--- src/sv/websocket_frame_deframer_macros.svh ---
// ----------------------------------------------------------------------------
// WebSocket frame deframer assertion macros
// Shared assertion forms for the deframer RTL.
// ----------------------------------------------------------------------------
`ifndef WEBSOCKET_FRAME_DEFRAMER_MACROS_SVH
`define WEBSOCKET_FRAME_DEFRAMER_MACROS_SVH

// Same-cycle implication, disabled during reset.
`define WSD_ASSERT_IMP(label, clk, rst, ante, cons, msg) \
   label: assert property (@(posedge clk) disable iff (rst) (ante) |-> (cons)) \
      else $error(msg);

// Next-cycle implication, disabled during reset.
`define WSD_ASSERT_NXT(label, clk, rst, ante, cons, msg) \
   label: assert property (@(posedge clk) disable iff (rst) (ante) |=> (cons)) \
      else $error(msg);

`endif

--- src/sv/wsd_pkg.sv ---
// ----------------------------------------------------------------------------
// wsd_pkg
// Types, codes and helpers of the WebSocket frame deframer.
// ----------------------------------------------------------------------------
`default_nettype none

package wsd_pkg;

   localparam int unsigned DATA_W      = 8;
   localparam int unsigned CFG_W       = 32;
   localparam int unsigned LEN_W       = 64;
   localparam int unsigned KEY_W       = 32;
   localparam int unsigned HCNT_W      = 4;
   localparam int unsigned CSR_IDX_W   = 1;
   localparam int unsigned RSP_DATA_W  = 24;

   // Register indexes of the configuration port.
   localparam logic [CSR_IDX_W-1:0] CSR_MAX_FRAME = 1'd0;
   localparam logic [CSR_IDX_W-1:0] CSR_MAX_MSG   = 1'd1;

   // Result kinds carried in tuser.
   localparam logic [1:0] KIND_HEADER    = 2'd0;
   localparam logic [1:0] KIND_PAYLOAD   = 2'd1;
   localparam logic [1:0] KIND_DISCARDED = 2'd2;
   localparam logic [1:0] KIND_IGNORED   = 2'd3;

   localparam logic [3:0] OPC_CLOSE   = 4'h8;
   localparam logic [6:0] LEN_CODE_16 = 7'd126;
   localparam logic [6:0] LEN_CODE_64 = 7'd127;
   localparam logic [3:0] HDR_BASE    = 4'd2;
   localparam logic [3:0] KEY_BYTES   = 4'd4;

   typedef enum logic [3:0] {
      MODE_HEADER  = 4'b0001,
      MODE_DATA    = 4'b0010,
      MODE_SKIP    = 4'b0100,
      MODE_CLOSING = 4'b1000
   } mode_type;

   // Result beat as held in the output register.
   typedef struct packed {
      logic [1:0]            kind;
      logic                  last;
      logic [RSP_DATA_W-1:0] data;
   } rsp_type;

   // Number of extended length bytes that follow the length code.
   function automatic logic [3:0] ext_bytes(input logic [6:0] code);
      logic [3:0] n;
      n = 4'd0;
      if (code == LEN_CODE_16) begin
         n = 4'd2;
      end else if (code == LEN_CODE_64) begin
         n = 4'd8;
      end
      return n;
   endfunction

endpackage

`default_nettype wire

--- src/sv/websocket_frame_deframer.sv ---
// ----------------------------------------------------------------------------
// websocket_frame_deframer
// Parses received WebSocket frames one byte per beat and passes payload on
// unmasked, discarding frames and messages that exceed the set limits.
// ----------------------------------------------------------------------------
//  Channel  Direction  Beat contents
//  req_     in         tdata[7:0] data_byte
//  rsp_     out        tuser kind, tlast frame_done, tdata result fields
//  csr_     in         index 0 max_frame_size, index 1 max_message_size
//
//  One byte is accepted per clock cycle while the result beat moves on; each byte
//  passes the input register, then parse logic into the result register.
//  The per-byte path is 64-bit adds and compares against the limits.
//  Reset is synchronous and clears the parser state and both limits to zero.
//  When rsp_tready is low the result beat holds; one more byte is taken into
//  the input register and then req_tready drops until the result moves on.
// ----------------------------------------------------------------------------
`default_nettype none

module websocket_frame_deframer
   import wsd_pkg::*;
(
   input  wire                         clock,
   input  wire                         reset,

   input  wire                         req_tvalid,
   output logic                        req_tready,
   input  wire  [DATA_W-1:0]           req_tdata,   // [7:0] data_byte

   output logic                        rsp_tvalid,
   input  wire                         rsp_tready,
   // [7:0] payload_byte, [11:8] opcode, [12] fin, [15:13] rsv_bits,
   // [16] frame_accepted, [17] closing, [23:18] zero
   output logic [RSP_DATA_W-1:0]       rsp_tdata,
   output logic [1:0]                  rsp_tuser,   // [1:0] kind
   output logic                        rsp_tlast,

   input  wire                         csr_valid,
   output logic                        csr_ready,
   input  wire  [CSR_IDX_W-1:0]        csr_index,
   input  wire  [CFG_W-1:0]            csr_data
);

   // Configuration
   logic [CFG_W-1:0]  max_frame_ff;
   logic [CFG_W-1:0]  max_msg_ff;

   // Input register
   logic              in_valid_ff;
   logic [DATA_W-1:0] in_byte_ff;
   logic              adv;

   // Parser state
   mode_type          mode_ff,      mode_in;
   logic [HCNT_W-1:0] hdr_cnt_ff,   hdr_cnt_in;
   logic              fin_ff,       fin_in;
   logic [2:0]        rsv_ff,       rsv_in;
   logic [3:0]        opc_ff,       opc_in;
   logic              masked_ff,    masked_in;
   logic [6:0]        len_code_ff,  len_code_in;
   logic [LEN_W-1:0]  frame_len_ff, frame_len_in;
   logic [KEY_W-1:0]  key_ff,       key_in;
   logic [LEN_W-1:0]  pay_cnt_ff,   pay_cnt_in;
   logic              skip_msg_ff,  skip_msg_in;
   logic              in_cont_ff,   in_cont_in;
   logic [LEN_W-1:0]  total_ff,     total_in;

   // Result register
   logic              rsp_valid_ff;
   rsp_type           rsp_ff,       rsp_in;

   // Parse intermediates
   logic [1:0]        kind;
   logic [DATA_W-1:0] pbyte;
   logic              done;
   logic              acc;
   logic              finish;
   logic [3:0]        hdr_size;
   logic [3:0]        ext_end;
   logic              hdr_last;
   logic              len_over;
   logic [LEN_W:0]    msg_sum;
   logic              msg_over;
   logic [LEN_W:0]    tot_sum;
   logic [LEN_W-1:0]  tot_sat;
   logic [LEN_W-1:0]  cnt_nxt;
   logic [DATA_W-1:0] key_byte;

   // ------------------------------------------------------------------------
   // Handshakes
   // ------------------------------------------------------------------------
   assign adv        = in_valid_ff && (!rsp_valid_ff || rsp_tready);
   assign req_tready = !in_valid_ff || adv;
   assign csr_ready  = 1'b1;

   assign rsp_tvalid = rsp_valid_ff;
   assign rsp_tdata  = rsp_ff.data;
   assign rsp_tuser  = rsp_ff.kind;
   assign rsp_tlast  = rsp_ff.last;

   always_ff @(posedge clock) begin
      if (reset) begin
         max_frame_ff <= '0;
         max_msg_ff   <= '0;
      end else if (csr_valid && csr_ready) begin
         unique case (csr_index)
            CSR_MAX_FRAME: max_frame_ff <= csr_data;
            CSR_MAX_MSG:   max_msg_ff   <= csr_data;
            default: ;
         endcase
      end
   end

   always_ff @(posedge clock) begin
      if (reset) begin
         in_valid_ff <= 1'b0;
      end else if (req_tready) begin
         in_valid_ff <= req_tvalid;
      end
   end

   always_ff @(posedge clock) begin
      if (req_tvalid && req_tready) begin
         in_byte_ff <= req_tdata;
      end
   end

   // ------------------------------------------------------------------------
   // Limit checks
   // ------------------------------------------------------------------------
   assign len_over = frame_len_in > {{(LEN_W-CFG_W){1'b0}}, max_frame_ff};
   assign msg_sum  = {1'b0, frame_len_in} + {1'b0, total_ff};
   assign msg_over = msg_sum[LEN_W] ||
                     (msg_sum[LEN_W-1:0] > {{(LEN_W-CFG_W){1'b0}}, max_msg_ff});
   // Running message total saturates instead of wrapping.
   assign tot_sum  = {1'b0, total_ff} + {1'b0, frame_len_ff};
   assign tot_sat  = tot_sum[LEN_W] ? {LEN_W{1'b1}} : tot_sum[LEN_W-1:0];
   assign cnt_nxt  = pay_cnt_ff + {{(LEN_W-1){1'b0}}, 1'b1};
   assign ext_end  = HDR_BASE + ext_bytes(len_code_ff);
   assign hdr_size = HDR_BASE + ext_bytes(len_code_in) + (masked_in ? KEY_BYTES : 4'd0);
   assign hdr_last = ({1'b0, hdr_cnt_ff} + 5'd1) >= {1'b0, hdr_size};

   always_comb begin
      case (pay_cnt_ff[1:0])
         2'd0:    key_byte = key_ff[31:24];
         2'd1:    key_byte = key_ff[23:16];
         2'd2:    key_byte = key_ff[15:8];
         default: key_byte = key_ff[7:0];
      endcase
   end

   // ------------------------------------------------------------------------
   // Parse one byte
   // ------------------------------------------------------------------------
   always_comb begin
      mode_in      = mode_ff;
      hdr_cnt_in   = hdr_cnt_ff;
      fin_in       = fin_ff;
      rsv_in       = rsv_ff;
      opc_in       = opc_ff;
      masked_in    = masked_ff;
      len_code_in  = len_code_ff;
      frame_len_in = frame_len_ff;
      key_in       = key_ff;
      pay_cnt_in   = pay_cnt_ff;
      skip_msg_in  = skip_msg_ff;
      in_cont_in   = in_cont_ff;
      total_in     = total_ff;
      kind         = KIND_HEADER;
      pbyte        = '0;
      done         = 1'b0;
      acc          = 1'b0;
      finish       = 1'b0;

      unique case (mode_ff) inside
         MODE_CLOSING: begin
            kind = KIND_IGNORED;
         end
         MODE_HEADER: begin
            kind = KIND_HEADER;
            if (hdr_cnt_ff == '0) begin
               fin_in       = in_byte_ff[7];
               rsv_in       = in_byte_ff[6:4];
               opc_in       = in_byte_ff[3:0];
               frame_len_in = '0;
               key_in       = '0;
               hdr_cnt_in   = 4'd1;
            end else begin
               if (hdr_cnt_ff == 4'd1) begin
                  masked_in    = in_byte_ff[7];
                  len_code_in  = in_byte_ff[6:0];
                  frame_len_in = (in_byte_ff[6:0] < LEN_CODE_16) ?
                                 {{(LEN_W-7){1'b0}}, in_byte_ff[6:0]} : '0;
               end else if (hdr_cnt_ff < ext_end) begin
                  frame_len_in = {frame_len_ff[LEN_W-DATA_W-1:0], in_byte_ff};
               end else begin
                  key_in = {key_ff[KEY_W-DATA_W-1:0], in_byte_ff};
               end

               if (hdr_last) begin
                  // Header complete: pick delivery or discard for the payload.
                  mode_in    = MODE_DATA;
                  pay_cnt_in = '0;
                  hdr_cnt_in = '0;
                  if (len_over) begin
                     mode_in = MODE_SKIP;
                     if (!fin_ff) skip_msg_in = 1'b1;
                  end else if (skip_msg_ff) begin
                     mode_in = MODE_SKIP;
                  end else if (in_cont_ff && msg_over) begin
                     mode_in = MODE_SKIP;
                     if (!fin_ff) skip_msg_in = 1'b1;
                  end
                  // A zero-length frame ends on its last header byte.
                  if (frame_len_in == '0) begin
                     finish = 1'b1;
                  end
               end else begin
                  hdr_cnt_in = hdr_cnt_ff + 4'd1;
               end
            end
         end
         MODE_DATA, MODE_SKIP: begin
            if (mode_ff == MODE_DATA) begin
               kind  = KIND_PAYLOAD;
               pbyte = masked_ff ? (in_byte_ff ^ key_byte) : in_byte_ff;
            end else begin
               kind = KIND_DISCARDED;
            end
            pay_cnt_in = cnt_nxt;
            if (cnt_nxt >= frame_len_ff) begin
               finish = 1'b1;
            end
         end
         default: begin
            mode_in = MODE_HEADER;
         end
      endcase

      if (finish) begin
         done       = 1'b1;
         acc        = (mode_in != MODE_SKIP);
         mode_in    = (opc_in == OPC_CLOSE) ? MODE_CLOSING : MODE_HEADER;
         pay_cnt_in = '0;
         hdr_cnt_in = '0;
         if (fin_in) begin
            skip_msg_in = 1'b0;
            in_cont_in  = 1'b0;
            total_in    = '0;
         end else begin
            in_cont_in = 1'b1;
            // Zero-length frames add nothing to the message total.
            total_in   = (mode_ff == MODE_HEADER) ? total_ff : tot_sat;
         end
      end

      rsp_in.kind = kind;
      rsp_in.last = done;
      rsp_in.data = {6'd0, (mode_in == MODE_CLOSING), acc, rsv_in, fin_in, opc_in, pbyte};
   end

   always_ff @(posedge clock) begin
      if (reset) begin
         mode_ff     <= MODE_HEADER;
         hdr_cnt_ff  <= '0;
         fin_ff      <= 1'b0;
         rsv_ff      <= '0;
         opc_ff      <= '0;
         masked_ff   <= 1'b0;
         len_code_ff <= '0;
         frame_len_ff <= '0;
         key_ff      <= '0;
         pay_cnt_ff  <= '0;
         skip_msg_ff <= 1'b0;
         in_cont_ff  <= 1'b0;
         total_ff    <= '0;
      end else if (adv) begin
         mode_ff     <= mode_in;
         hdr_cnt_ff  <= hdr_cnt_in;
         fin_ff      <= fin_in;
         rsv_ff      <= rsv_in;
         opc_ff      <= opc_in;
         masked_ff   <= masked_in;
         len_code_ff <= len_code_in;
         frame_len_ff <= frame_len_in;
         key_ff      <= key_in;
         pay_cnt_ff  <= pay_cnt_in;
         skip_msg_ff <= skip_msg_in;
         in_cont_ff  <= in_cont_in;
         total_ff    <= total_in;
      end
   end

   always_ff @(posedge clock) begin
      if (reset) begin
         rsp_valid_ff <= 1'b0;
      end else if (adv) begin
         rsp_valid_ff <= 1'b1;
      end else if (rsp_tready) begin
         rsp_valid_ff <= 1'b0;
      end
   end

   always_ff @(posedge clock) begin
      if (adv) begin
         rsp_ff <= rsp_in;
      end
   end

   // ------------------------------------------------------------------------
   // Assertions
   // ------------------------------------------------------------------------
`include "websocket_frame_deframer_macros.svh"

   `WSD_ASSERT_NXT(a_closing_sticky, clock, reset, mode_ff == MODE_CLOSING, mode_ff == MODE_CLOSING, "closing state was left")
   `WSD_ASSERT_IMP(a_hdr_cnt_idle, clock, reset, mode_ff != MODE_HEADER, hdr_cnt_ff == '0, "header count not cleared outside header")
   `WSD_ASSERT_IMP(a_accept_done, clock, reset, rsp_valid_ff && rsp_ff.data[16], rsp_ff.last, "frame accepted without frame done")
   `WSD_ASSERT_NXT(a_adv_loads, clock, reset, adv, rsp_valid_ff, "parsed byte did not reach the result register")

endmodule

`default_nettype wire
--- config.mk ---
export PLATFORM = sky130hd
export DESIGN_NAME = websocket_frame_deframer
export DESIGN_NICKNAME = d
export VERILOG_FILES = /design/src/sv/wsd_pkg.sv /design/src/sv/websocket_frame_deframer.sv
export VERILOG_INCLUDE_DIRS = /design/src /design/src/sv
export SDC_FILE = /design/constraint.sdc
export NUM_CORES = 1
export LEC_CHECK = 0
export BUFFER_PORTS_ARGS = -buffer_cell sky130_fd_sc_hd__buf_4
export CORE_MARGIN = 2
export CORE_UTILIZATION = 55
export DETAILED_ROUTE_END_ITERATION = 10
export GPL_TIMING_DRIVEN = 0
export PLACE_DENSITY = 0.78
export SLEW_MARGIN = 40
export SYNTH_ARGS = -nofsm -noshare
export SYNTH_HDL_FRONTEND = slang
export SYNTH_SLANG_ARGS = --single-unit
--- constraint.sdc ---
create_clock -name clock -period 8.8 [get_ports clock]
set_clock_uncertainty 0.1 [all_clocks]
set_input_delay 1.32 -clock clock [delete_from_list [all_inputs] [get_ports clock]]
set_output_delay 1.32 -clock clock [all_outputs]
set_load 0.02 [all_outputs]
==> flow_summary.yaml <==
status:
  outcome: "finished clean"
cells_and_area:
  nets: 4006
  n_antenna_cell: 0
  mostFrequentLayoutCells: "nand2_1 (503), a21oi_1 (391), dfxtp_1 (316)"
  fin_cells: 4336
  layout-drive-gt1-share: 0.0607
  final_common_cell: "nand2_1"
  fill_cells: 4292
  design_area_sq_um: 29400
  synthToLayoutAreaGrowth_pct: 10.6
cts:
  htree_levels: 2
  cts_tree: "built"
  clock_latency_ns: 0.60
  clock_sinks: 345
  cts_made_buffers: 41
  path_clk_slew_ns: 0.06
  cts_hold_buf: 0
  clockBufferDepth: 3
  root_buffer: "clkbuf_16"
global_routing:
  top_usage_layer: "met2"
  grt_pass1_vias: 24914
  antenna_found_initial: 0
  grt_pass1_wl_mm: 135
  grtUsageMet2: 0.524
  grt_overflow: 0
  grt_use_met3: 0.0459
  grt_max_degree: 19
  met1_usage: 0.454
  grtUsageTotal: 0.337
synthesis:
  ys_seq_area_frac: 0.271
  synth_area_leaders: "dfxtp_1 (24%), ha_1 (13%), a21oi_1 (7.4%)"
  synth_flop_cell: "dfxtp_1"
  synth.distinct_cells: 88
  yosys.area.top_type: "dfxtp_1"
  synth_warnings: 0
  synth_top_area_share: 0.238
  synth_edf_count: 29
  ys_ff_latch: 345
  synthArstFlopShare: 0
  synthesis.area_sq_um: 26600
  syn_inst: 3569
  syn_avg_cell_area_sq_um: 7.45
route:
  ant_nets: 0
  drt_wl_total_mm: 86.7
  drt-initial-drc-count: 2739
  wl_per_cell_um: 20.0
  vias_per_cell: 6.24
  vias: 27065
  firstDrtPassIters: 6
  drc: 0
floorplanning:
  die_x_um: 224
  start_util: 0.557
  die_area_sq_um: 50100
  die_h_um: 224
  num_io_pins: 76
  fp-row-count: 80
  coreArea_sq_um: 47700
setup_path:
  cp.arrival_ns: 8.64
  path_buf_inv: 2
  path_depth: 33
  reg2reg_depth: 33
  crit_type: "flip-flop to flip-flop"
  setup.worst_path.start_class: "flip-flop"
  critical_path.top_delay_family: "simple AND/OR/NAND/NOR gates"
  critPathRequiredTime_ns: 9.16
  slowest_delay_ns: 0.53
  cp_max_fo: 10
  cpMaxStageDelayCell: "o32a_2"
  worst_setup_path_end_kind: "flip-flop"
sta:
  timing.fmax_ghz: 0.121
  final-setup-viol-count: 0
  worst_pin_slew_ns: 0.898
  timing.final.crit_share: 0.942
  min_period_ns: 8.29
  slew_violations: 0
  hold_viol_final: 0
  holdWs_ns: 0.356
  grt_setup_unrepaired: "false"
  slew_headroom: 0.401
place:
  gp_congestion: 0.986
  portBuffers: 67
  dp_hpwl_mm: 67.0
  placed_area_sq_um: 28000
  dpl.cell_count: 4257
power_and_ir_drop:
  leakagePower_nw: 11.8
  ir_drop_mv: 0.154
  power_density_nw_per_um2: 125
  report.power.total_mw: 3.67
min_path:
  min_path_type: "flip-flop to flip-flop"
  min_path_cells: 2
job:
  cap_viol_max_count: 0
## report_power, final
group	total [mW]	internal [mW]	switching, mW
clock network	1.76	1.03	0.730
logic	0.281	0.0890	0.192
registers	1.63	1.61	0.0161
## worst paths after layout
check                               startpoint             end  slack, ns
worst max register to register  len_code_ff[6]      mode_ff[2]       0.51
worst max-delay path            len_code_ff[6]      mode_ff[2]       0.51
worst min register to register  pay_cnt_ff[45]  pay_cnt_ff[45]       0.36
worst min-delay path            pay_cnt_ff[45]  pay_cnt_ff[45]       0.36
## repair_timing
| action | CTS | global route |
|---|---|---|
| setup buffers | 0 | 4 |
| setup endpoints to repair | 4 | 4 |
| gates resized for setup | 3 | 23 |
| pin swaps | 0 | 2 |
## stage by stage
stage                     setup TNS, ns  setup WS (ns)  utilization
after floorplan                       0           1.89            -
after global placement            -1.61         -0.411        0.584
after detailed placement         -0.822         -0.222        0.586
after CTS                             0      0.0000142        0.615
after global routing                  0         0.0650        0.616
final                                 0          0.513        0.616
## area by class of cell
cell class              count  area (sq um)  area share
plain buffers             220           895      0.0304
clock inverters            19           254     0.00863
multi-input cells        2832         18000       0.610
repair buffers             72           561      0.0190
clock buffers              56          1130      0.0385
flip-flops and latches    345          7200       0.245
well taps                 615           769      0.0261
inverters                 177           664      0.0226
## routing by layer
metal,wire [um],vias up
met5,0,-
met4,4710,0
met3,7270,246
met2,37600,1235
met1,37100,12496
li1,-,13088
## cell usage after synthesis (17+ instances only)
master,number
nand3_1,144
nand2_1,503
a22o_1,64
buf_2,20
xnor2_1,110
o21bai_1,24
o211ai_1,20
a21o_1,74
nor2_1,304
nor4_1,26
o21a_1,37
dfxtp_1,316
edfxtp_1,29
o21ai_0,125
o21ai_1,75
clkbuf_1,181
inv_1,176
ha_1,269
nor3_1,70
nand4_1,87
a31oi_1,19
and3_1,29
nand2b_1,17
a21oi_1,392
xor2_1,60
a211oi_1,29
a22oi_1,92
## logic make-up after synthesis
kind of cell               Yosys count  synth area share
other                                2          0.000282
AOI/OAI and AO/OA                 1075             0.257
muxes                               28            0.0113
DFF                                345             0.271
adders and majority gates          271             0.128
buffers and inverters              397            0.0579
xor gates and xnor gates           170            0.0560
and+or+nand+nor                   1281             0.219
## flip-flops by register name (all words and copies together), names as in the netlist
register	flops
fin_ff	1
frame_len_ff	64
hdr_cnt_ff	4
in_byte_ff	8
in_cont_ff	1
in_valid_ff	1
key_ff	32
len_code_ff	7
masked_ff	1
max_frame_ff	32
max_msg_ff	32
mode_ff	4
opc_ff	4
pay_cnt_ff	64
rsp_tdata	18
rsp_tlast	1
rsp_tuser	2
rsp_tvalid	1
rsv_ff	3
skip_msg_ff	1
total_ff	64
## worst min-delay path, delay by kind of cell, from the launching register on
kind               cells  cell delay, ns
DFF                    1            0.31
AOI/OAI and AO/OA      1            0.05
and+or+nand+nor        1            0.05
Note: power is estimated with default switching activity, not from simulation.
